**src/sv/lgrs_pkg.sv**
```systemverilog
// ----------------------------------------------------------------------------
// lgrs_pkg: shared types and constants for the Life row stream
// Word widths, register indexes, reset values and the structs passed between
// the cell chain, the output queue and the top level.
// ----------------------------------------------------------------------------
package lgrs_pkg;

  // Word and field widths.
  localparam int unsigned RowW     = 64;
  localparam int unsigned RowIdxW  = 16;
  localparam int unsigned ColsW    = 7;
  localparam int unsigned CfgIdxW  = 1;
  localparam int unsigned CfgDataW = 16;

  // Register indexes on the configuration port.
  localparam logic [CfgIdxW-1:0] RegGridRows = 1'b0;
  localparam logic [CfgIdxW-1:0] RegGridCols = 1'b1;

  // Register reset values.
  localparam logic [RowIdxW-1:0] GridRowsRst = 16'd8;
  localparam logic [ColsW-1:0]   GridColsRst = 7'd5;

  // Output queue depth; an input word is taken only while two slots are free.
  localparam int unsigned FifoDepth = 4;
  localparam int unsigned FifoPtrW  = $clog2(FifoDepth);
  localparam int unsigned FifoCntW  = $clog2(FifoDepth + 1);

  // Masked bits that one cell shows to its two neighbors.
  typedef struct packed {
    logic upper;
    logic middle;
    logic row;
  } lgrs_nbr_t;

  // Control shared by every cell of the chain.
  typedef struct packed {
    logic load;   // an input word is accepted this cycle
    logic last;   // the accepted word is the final row of the frame
  } lgrs_ctrl_t;

  // One result word held in the output queue.
  typedef struct packed {
    logic [RowW-1:0]    next_cells;
    logic [RowIdxW-1:0] out_row;
    logic               frame_done;
  } lgrs_res_t;

endpackage

```
**src/sv/lgrs_cell.sv**
```systemverilog
// ----------------------------------------------------------------------------
// lgrs_cell: one column of the Life generation chain
// Holds the column's bits of the two pending rows, shares them with the
// neighboring columns and forms both next-generation bits for this column.
// ----------------------------------------------------------------------------
module lgrs_cell
  import lgrs_pkg::*;
(
  input  logic       clk_i,
  input  logic       rst_ni,
  input  lgrs_ctrl_t ctrl_i,
  input  logic       en_i,
  input  logic       row_bit_i,
  input  lgrs_nbr_t  left_i,
  input  lgrs_nbr_t  right_i,
  output lgrs_nbr_t  own_o,
  output logic       next_bit_o,
  output logic       final_bit_o
);

  logic       upper_q, upper_d;
  logic       middle_q, middle_d;
  logic [3:0] cnt_mid;
  logic [3:0] cnt_fin;

  // Columns beyond the active width read as dead.
  always_comb begin
    own_o.upper  = upper_q & en_i;
    own_o.middle = middle_q & en_i;
    own_o.row    = row_bit_i & en_i;
  end

  // Neighbor count for the pending row, with the new word below it.
  assign cnt_mid = 4'(left_i.upper) + 4'(own_o.upper) + 4'(right_i.upper)
                 + 4'(left_i.middle) + 4'(right_i.middle)
                 + 4'(left_i.row) + 4'(own_o.row) + 4'(right_i.row);

  // Neighbor count for the final row: pending row above, dead row below.
  assign cnt_fin = 4'(left_i.middle) + 4'(own_o.middle) + 4'(right_i.middle)
                 + 4'(left_i.row) + 4'(right_i.row);

  // Birth on three, survival on two or three.
  assign next_bit_o  = en_i & ((cnt_mid == 4'd3) | ((cnt_mid == 4'd2) & own_o.middle));
  assign final_bit_o = en_i & ((cnt_fin == 4'd3) | ((cnt_fin == 4'd2) & own_o.row));

  // Shift the row history, or clear it at the end of a frame. The upper bit
  // takes the unmasked middle bit, the middle bit takes the masked new bit.
  always_comb begin
    upper_d  = upper_q;
    middle_d = middle_q;
    if (ctrl_i.load) begin
      if (ctrl_i.last) begin
        upper_d  = 1'b0;
        middle_d = 1'b0;
      end else begin
        upper_d  = middle_q;
        middle_d = own_o.row;
      end
    end
  end

  always_ff @(posedge clk_i or negedge rst_ni) begin
    if (!rst_ni) begin
      upper_q  <= 1'b0;
      middle_q <= 1'b0;
    end else begin
      upper_q  <= upper_d;
      middle_q <= middle_d;
    end
  end

endmodule

```
**src/sv/lgrs_out_fifo.sv**
```systemverilog
// ----------------------------------------------------------------------------
// lgrs_out_fifo: result queue of the Life row stream
// Takes up to two result words per cycle, in order, and hands them out one
// per cycle on the valid/stall output channel when the output is not stalled.
// ----------------------------------------------------------------------------
module lgrs_out_fifo
  import lgrs_pkg::*;
(
  input  logic      clk_i,
  input  logic      rst_ni,
  input  logic      push_a_i,
  input  lgrs_res_t data_a_i,
  input  logic      push_b_i,
  input  lgrs_res_t data_b_i,
  input  logic      pop_i,
  output logic      room_o,
  output logic      valid_o,
  output lgrs_res_t head_o
);

  lgrs_res_t             mem_q [FifoDepth];
  logic [FifoPtrW-1:0]   wr_ptr_q, wr_ptr_d;
  logic [FifoPtrW-1:0]   rd_ptr_q, rd_ptr_d;
  logic [FifoCntW-1:0]   cnt_q, cnt_d;
  logic [FifoPtrW-1:0]   wr_b_ptr;
  logic [FifoCntW-1:0]   n_push;

  assign valid_o = (cnt_q != '0);
  assign room_o  = (cnt_q <= FifoCntW'(FifoDepth - 2));
  assign head_o  = mem_q[rd_ptr_q];

  // The second word lands after the first one when both are written.
  assign wr_b_ptr = wr_ptr_q + FifoPtrW'(push_a_i);
  assign n_push   = FifoCntW'(push_a_i) + FifoCntW'(push_b_i);

  // Pointer and fill count update.
  always_comb begin
    wr_ptr_d = wr_ptr_q + FifoPtrW'(n_push);
    rd_ptr_d = rd_ptr_q + FifoPtrW'(pop_i);
    cnt_d    = cnt_q + n_push - FifoCntW'(pop_i);
  end

  always_ff @(posedge clk_i or negedge rst_ni) begin
    if (!rst_ni) begin
      wr_ptr_q <= '0;
      rd_ptr_q <= '0;
      cnt_q    <= '0;
    end else begin
      wr_ptr_q <= wr_ptr_d;
      rd_ptr_q <= rd_ptr_d;
      cnt_q    <= cnt_d;
    end
  end

  // Storage for the result words.
  always_ff @(posedge clk_i) begin
    if (push_a_i) begin
      mem_q[wr_ptr_q] <= data_a_i;
    end
    if (push_b_i) begin
      mem_q[wr_b_ptr] <= data_b_i;
    end
  end

endmodule

```
**src/sv/life_generation_row_stream.sv**
```systemverilog
// ----------------------------------------------------------------------------
// life_generation_row_stream: one Game of Life generation over streamed rows
// A chain of column cells keeps the two most recent rows and forms the next
// generation (birth on three, survival on two or three neighbors) as each
// new row word arrives; results leave through a small output queue.
//
//   channel  direction  handshake                 payload
//   input    in         in_valid_i / in_stall_o   row_cells_i
//   output   out        out_valid_o / out_stall_i next_cells_o, out_row_o,
//                                                 frame_done_o
//   config   in         cfg_we_i                  cfg_index_i, cfg_wdata_i
//
// One input word is taken per cycle while the input is not stalled; its results
// are in the queue in the next cycle and leave one per cycle while the output
// is not stalled. Except in a one-row frame, the final row of a frame gives two
// results and the first row none, so a frame of R rows gives R results. Input
// stalls while fewer than two queue slots are free. Reset clears the row
// history, the row counter and the queue at once; no clearing pass follows.
// ----------------------------------------------------------------------------
module life_generation_row_stream
  import lgrs_pkg::*;
#(
  parameter int unsigned MAX_COLS = 64,
  parameter int unsigned MAX_ROWS = 65535
) (
  input  logic                clk_i,
  input  logic                rst_ni,
  input  logic                cfg_we_i,
  input  logic [CfgIdxW-1:0]  cfg_index_i,
  input  logic [CfgDataW-1:0] cfg_wdata_i,
  input  logic                in_valid_i,
  output logic                in_stall_o,
  input  logic [RowW-1:0]     row_cells_i,
  output logic                out_valid_o,
  input  logic                out_stall_i,
  output logic [RowW-1:0]     next_cells_o,
  output logic [RowIdxW-1:0]  out_row_o,
  output logic                frame_done_o
);

  logic [RowIdxW-1:0] grid_rows_q;
  logic [ColsW-1:0]   grid_cols_q;
  logic [RowIdxW-1:0] row_cnt_q, row_cnt_d;
  logic [RowIdxW-1:0] rows_eff;
  logic [RowIdxW-1:0] last_idx;
  logic [ColsW-1:0]   cols_eff;
  logic               in_acc;
  logic               fifo_room;
  lgrs_ctrl_t         ctrl;
  lgrs_nbr_t          nbr [MAX_COLS];
  logic [MAX_COLS-1:0] next_bits;
  logic [MAX_COLS-1:0] final_bits;
  lgrs_res_t          res_a;
  lgrs_res_t          res_b;
  lgrs_res_t          head;

  // Configuration registers.
  always_ff @(posedge clk_i or negedge rst_ni) begin
    if (!rst_ni) begin
      grid_rows_q <= GridRowsRst;
      grid_cols_q <= GridColsRst;
    end else if (cfg_we_i) begin
      unique case (cfg_index_i)
        RegGridRows: grid_rows_q <= cfg_wdata_i;
        RegGridCols: grid_cols_q <= cfg_wdata_i[ColsW-1:0];
        default:     ;
      endcase
    end
  end

  // Effective grid size: zero rows counts as one, both sizes saturate.
  always_comb begin
    if (grid_rows_q == '0) begin
      rows_eff = RowIdxW'(1);
    end else if (grid_rows_q > RowIdxW'(MAX_ROWS)) begin
      rows_eff = RowIdxW'(MAX_ROWS);
    end else begin
      rows_eff = grid_rows_q;
    end
    cols_eff = (grid_cols_q > ColsW'(MAX_COLS)) ? ColsW'(MAX_COLS) : grid_cols_q;
  end

  assign last_idx   = rows_eff - RowIdxW'(1);
  assign in_stall_o = !fifo_room;
  assign in_acc     = in_valid_i && fifo_room;

  always_comb begin
    ctrl.load = in_acc;
    ctrl.last = (row_cnt_q >= last_idx);
  end

  // Row counter: index of the next expected input row.
  always_comb begin
    row_cnt_d = row_cnt_q;
    if (in_acc) begin
      row_cnt_d = ctrl.last ? '0 : row_cnt_q + RowIdxW'(1);
    end
  end

  always_ff @(posedge clk_i or negedge rst_ni) begin
    if (!rst_ni) begin
      row_cnt_q <= '0;
    end else begin
      row_cnt_q <= row_cnt_d;
    end
  end

  // Chain of column cells; the grid edges see dead neighbors.
  for (genvar j = 0; j < MAX_COLS; j++) begin : g_col
    lgrs_nbr_t left_n;
    lgrs_nbr_t right_n;

    if (j == 0) begin : g_lo_edge
      assign left_n = '0;
    end else begin : g_lo_link
      assign left_n = nbr[j-1];
    end

    if (j == MAX_COLS - 1) begin : g_hi_edge
      assign right_n = '0;
    end else begin : g_hi_link
      assign right_n = nbr[j+1];
    end

    lgrs_cell u_cell (
      .clk_i       (clk_i),
      .rst_ni      (rst_ni),
      .ctrl_i      (ctrl),
      .en_i        (ColsW'(j) < cols_eff),
      .row_bit_i   (row_cells_i[j]),
      .left_i      (left_n),
      .right_i     (right_n),
      .own_o       (nbr[j]),
      .next_bit_o  (next_bits[j]),
      .final_bit_o (final_bits[j])
    );
  end

  // Result words: the pending row, then the final row at a frame end.
  always_comb begin
    res_a.next_cells = RowW'(next_bits);
    res_a.out_row    = row_cnt_q - RowIdxW'(1);
    res_a.frame_done = 1'b0;
    res_b.next_cells = RowW'(final_bits);
    res_b.out_row    = row_cnt_q;
    res_b.frame_done = 1'b1;
  end

  lgrs_out_fifo u_out_fifo (
    .clk_i    (clk_i),
    .rst_ni   (rst_ni),
    .push_a_i (in_acc && (row_cnt_q != '0)),
    .data_a_i (res_a),
    .push_b_i (in_acc && ctrl.last),
    .data_b_i (res_b),
    .pop_i    (out_valid_o && !out_stall_i),
    .room_o   (fifo_room),
    .valid_o  (out_valid_o),
    .head_o   (head)
  );

  assign next_cells_o = head.next_cells;
  assign out_row_o    = head.out_row;
  assign frame_done_o = head.frame_done;

endmodule

```
**config.mk**
```make
export PLATFORM = sky130hd
export DESIGN_NAME = life_generation_row_stream
export DESIGN_NICKNAME = d
export VERILOG_FILES = /design/src/sv/lgrs_pkg.sv /design/src/sv/lgrs_cell.sv /design/src/sv/lgrs_out_fifo.sv /design/src/sv/life_generation_row_stream.sv
export SDC_FILE = /design/constraint.sdc
export NUM_CORES = 2
export LEC_CHECK = 0
export CAP_MARGIN = 40
export CORE_MARGIN = 10
export CORE_UTILIZATION = 45
export CTS_BUF_LIST = sky130_fd_sc_hd__clkbuf_4
export DETAILED_ROUTE_END_ITERATION = 10
export DONT_BUFFER_PORTS = 1
export PLACE_DENSITY = 0.6
export SLEW_MARGIN = 25
export SYNTH_ARGS = -nofsm -noshare
export SYNTH_HDL_FRONTEND = slang
export SYNTH_HIERARCHICAL = 1
export SYNTH_SLANG_ARGS = --single-unit
export TNS_END_PERCENT = 100
```
**constraint.sdc**
```tcl
create_clock -name clk_i -period 14.95 [get_ports clk_i]
set_input_delay 2.2425 -clock clk_i [delete_from_list [all_inputs] [get_ports clk_i]]
set_output_delay 2.2425 -clock clk_i [all_outputs]
set_load 0.03 [all_outputs]
```
==> results by group <==
Pwr
  • Leak: 23.0 nW
  • P per Cell Area: 220 nW/um^2
  • Worst IR drop on VDD: 0.0759 mV

Worst hold path
  • Min-delay src: u_out_fifo/cnt_q[2]$_DFF_PN0_
  • Worst hold path endpoint: u_out_fifo/cnt_q[2]$_DFF_PN0_
  • Cells on Worst Hold Path: 1
  • Hold Crit Class: flip-flop to flip-flop

Worst setup path
  • WP buf/inv: 1
  • Crit. path cell count: 20
  • Required @ worst endpoint: 15550 ps
  • CP max stage delay: 670 ps
  • Reg2reg end: u_out_fifo/mem_q[2][79]$_DFFE_PP_
  • CP max FO: 64
  • R2R depth: 20
  • CP delay by family, top: simple AND/OR/NAND/NOR gates
  • R2r startpoint: grid_rows_q[7]$_DFFE_PN0P_
  • Startpoint types: flip-flop
  • WS Path Type: flip-flop to flip-flop
  • Crit-path slowest cell: a211o_4
  • Reg2reg setup slack: 7930 ps
  • Crit path arrival time: 7620 ps
  • CP Capture Type: flip-flop
  • Worst-path cell chain: or4_4 -> nor4_4 -> or3b_1 -> or3b_1 -> nor2_2 -> nor2_1 -> ha_1 -> nand2b_1 -> or3_1 -> nor2_1 -> xnor2_1 -> ha_1 -> nand4_1 -> o31ai_1 -> a211o_4 -> and2_1 -> nor2b_1 -> nand2b_4 -> o21ai_4 -> buf_6

Global route
  • First-pass GRT wire length: 178000 microns
  • GRT Overall Usage: 20.6%
  • Initial antenna violation count: 14
  • Number of global-route vias before repair: 30383
  • GR Overflow Total: 0
  • Largest net degree at the start of global routing: 175

Timing
  • Final period utilization: 47.0%
  • Rel. slew slack: 37.6%
  • Total negative slack: 0 ps
  • Setup WS post-layout: 7930 ps
  • Tightest Pin Transition: 936 ps
  • Fin. Hold Viols: 0
  • Unrepaired setup endpoints after global routing: false
  • Final setup viols: 0
  • Post-route minimum period: 7020 ps
  • Highest Clock Rate: 142 MHz
  • Max Transition Viols Final: 0
  • Worst Clk Skew: 61.2 ps

Synth
  • Area share of and/or/nand/nor cells after synthesis: 9.79%
  • Post-synth EDFFs: 324
  • Largest family of logic cells by synthesized area: adder cells
  • Sequential fraction of the synthesis area: 32.2%
  • Synth Area in Adders: 27.5%
  • Count of different cell masters after synthesis: 61
  • Post-synthesis mux area share: 14.6%
  • Share of flip-flops with an asynchronous set or reset: 34.9%
  • Mapped Area: 43800 sq um
  • Avg Cell Area, Syn: 10.9 sq um
  • Post-synth top flop: edfxtp_1
  • Synth Area in XOR/XNOR: 0.680%
  • Ys Warns: 6
  • Synth Instances: 4001
  • Flops & latches, synth: 498
  • Synth Area in Compound Gates: 5.42%

Floorplan
  • Die area: 110000 sq um
  • Initial core utilization: 45.3%
  • Placement row count: 114
  • Die Y: 332 microns
  • Core box area: 96600 sq um
  • Die W: 332 microns
  • # IOs: 169

Place
  • Detail Placement HPWL: 81600 microns
  • Setup WS pre-CTS: 7960 ps
  • Gpl congestion: 0.817
  • IO Port Bufs: 0

Layout
  • Fin nets: 4950
  • Layout cells sized above 1: 21.3%
  • Area grow syn2layout: 8.62%
  • Most frequent cells in the layout: inv_1 (998), fa_1 (385), mux2_2 (346)
  • Most common cell after layout, fill and taps aside: inv_1

Run
  • Max_cap viols: 0

Clock tree
  • H-tree depth: 4
  • CTS tree: done
  • Clk root buf: clkbuf_4
  • Clk pin slew, worst setup/hold paths: 70 ps
  • Post-CTS setup buffers: 0
  • Post-CTS sizing: 0
  • Clock tree buffer depth: 3
  • Worst-Skew Late Latency: 1040 ps
  • CTS Hold Buffers Added: 0
  • Clock Sinks: 498
  • TritonCTS buffer count: 155

Route
  • Via count: 28544
  • Drt drc: 0
  • WL final: 113000 microns
  • Post-DRT Antenna Nets: 0
  • 1st-iter DRT viols: 1405
  • WL/cell: 20.3 microns
  • Via density: 5.15
  • Pre-Repair DR Iteration Count: 5

Run status
  • Status: finished, final reports clean
==> sequential cells by signal (all words and copies together), names as in the netlist <==
signal and flops:
g_col.u_cell/upper_q 64, u_out_fifo/rd_ptr_q 2, u_out_fifo/mem_q 324, u_out_fifo/cnt_q 3, grid_rows_q 16, u_out_fifo/wr_ptr_q 2
row_cnt_q 16, g_col.u_cell/middle_q 64, grid_cols_q 7
==> layout make-up <==
cell class                 count  area (sq um)
tap                         1276          1600
timing repair buffer          40           469
antenna                        3          7.51
inverter                    1000          3760
sequential                   498         14100
fill                        8844         49000
clock inverter                50           310
clock buffer                 236          1770
multi-input combinational   2439         25500
==> per-layer routing <==
layer / global-route usage, % / share of wire [%] / up-vias
met5: 0 / 0.10 / -
met4: 6.79 / 2.8 / 16
met3: 5.81 / 6.4 / 188
met2: 33.4 / 47 / 537
met1: 26.5 / 44 / 14250
li1: - / - / 13553
==> power breakdown <==
part	internal (mW)	leakage, nW	total, mW	switching [mW]
logic	2.80	16.6	6.54	3.75
registers	2.17	5.19	2.45	0.279
clock network	0.776	1.23	1.46	0.682
total	5.75	23.0	10.5	4.71
==> how the worst max path moves through the flow <==
| stage | startpoint | end | slack (ps) |
|---|---|---|---|
| 2_1_floorplan | grid_rows_q[8]$_DFFE_PN0P_ | u_out_fifo/mem_q[3][0]$_DFFE_PP_ | 4390 |
| 3_3_place_gp | grid_rows_q[8]$_DFFE_PN0P_ | u_out_fifo/mem_q[2][21]$_DFFE_PP_ | 7750 |
| 3_5_place_dp | grid_rows_q[8]$_DFFE_PN0P_ | u_out_fifo/mem_q[2][4]$_DFFE_PP_ | 7960 |
| 4_1_cts | grid_rows_q[7]$_DFFE_PN0P_ | u_out_fifo/mem_q[2][1]$_DFFE_PP_ | 7880 |
| 5_1_grt | grid_rows_q[7]$_DFFE_PN0P_ | u_out_fifo/mem_q[2][1]$_DFFE_PP_ | 7480 |
| 6_report | grid_rows_q[7]$_DFFE_PN0P_ | u_out_fifo/mem_q[2][79]$_DFFE_PP_ | 7930 |
==> cells in the mapped netlist (16+ instances only) <==
| master | count | area, sq um |
|---|---|---|
| inv_1 | 999 | 3750 |
| fa_1 | 385 | 7710 |
| mux2_2 | 346 | 3900 |
| ha_1 | 345 | 4320 |
| edfxtp_1 | 324 | 9730 |
| nand2_1 | 205 | 769 |
| dfrtp_1 | 171 | 4280 |
| nor2_1 | 147 | 552 |
| a21oi_1 | 110 | 551 |
| o21ai_0 | 93 | 465 |
| nand3b_1 | 84 | 631 |
| mux4_2 | 81 | 1820 |
| nor3_1 | 76 | 380 |
| o211ai_1 | 64 | 480 |
| nand3_1 | 53 | 265 |
| nand2_2 | 47 | 294 |
| and2_2 | 46 | 345 |
| mux2_4 | 46 | 691 |
| or2_0 | 46 | 288 |
| clkbuf_1 | 31 | 116 |
| buf_6 | 29 | 327 |
| nand2b_1 | 26 | 163 |
| and2_1 | 22 | 138 |
| o22ai_1 | 20 | 125 |
| a211oi_2 | 18 | 225 |
| o211a_1 | 18 | 180 |
| or2_1 | 18 | 113 |
| xnor2_1 | 18 | 158 |
| xor2_1 | 16 | 140 |
==> kinds of logic after synthesis <==
| kind of cell | Yosys count |
|---|---|
| buffers and inverters | 1078 |
| and+or+nand+nor | 820 |
| other | 2 |
| adders and majority gates | 730 |
| muxes | 473 |
| AOI/OAI and AO/OA | 366 |
| xor gates and xnor gates | 34 |
| DFF | 498 |
==> stage by stage <==
step | total power, mW | hold slack [ps] | utilization, % | area [sq um] | cells
after global placement | 8.85 | 479 | 46.8 | 45200 | 5240
final | 10.5 | 505 | 49.2 | 47600 | 5542
after floorplan | 7.52 | 462 | - | 43800 | 4015
after global routing | 11.6 | 535 | 49.2 | 47600 | 5541
after CTS | 10.6 | 499 | 49.2 | 47500 | 5535
after detailed placement | 9.03 | 487 | 47.0 | 45400 | 5249
Power figures use the tool's default switching activity.
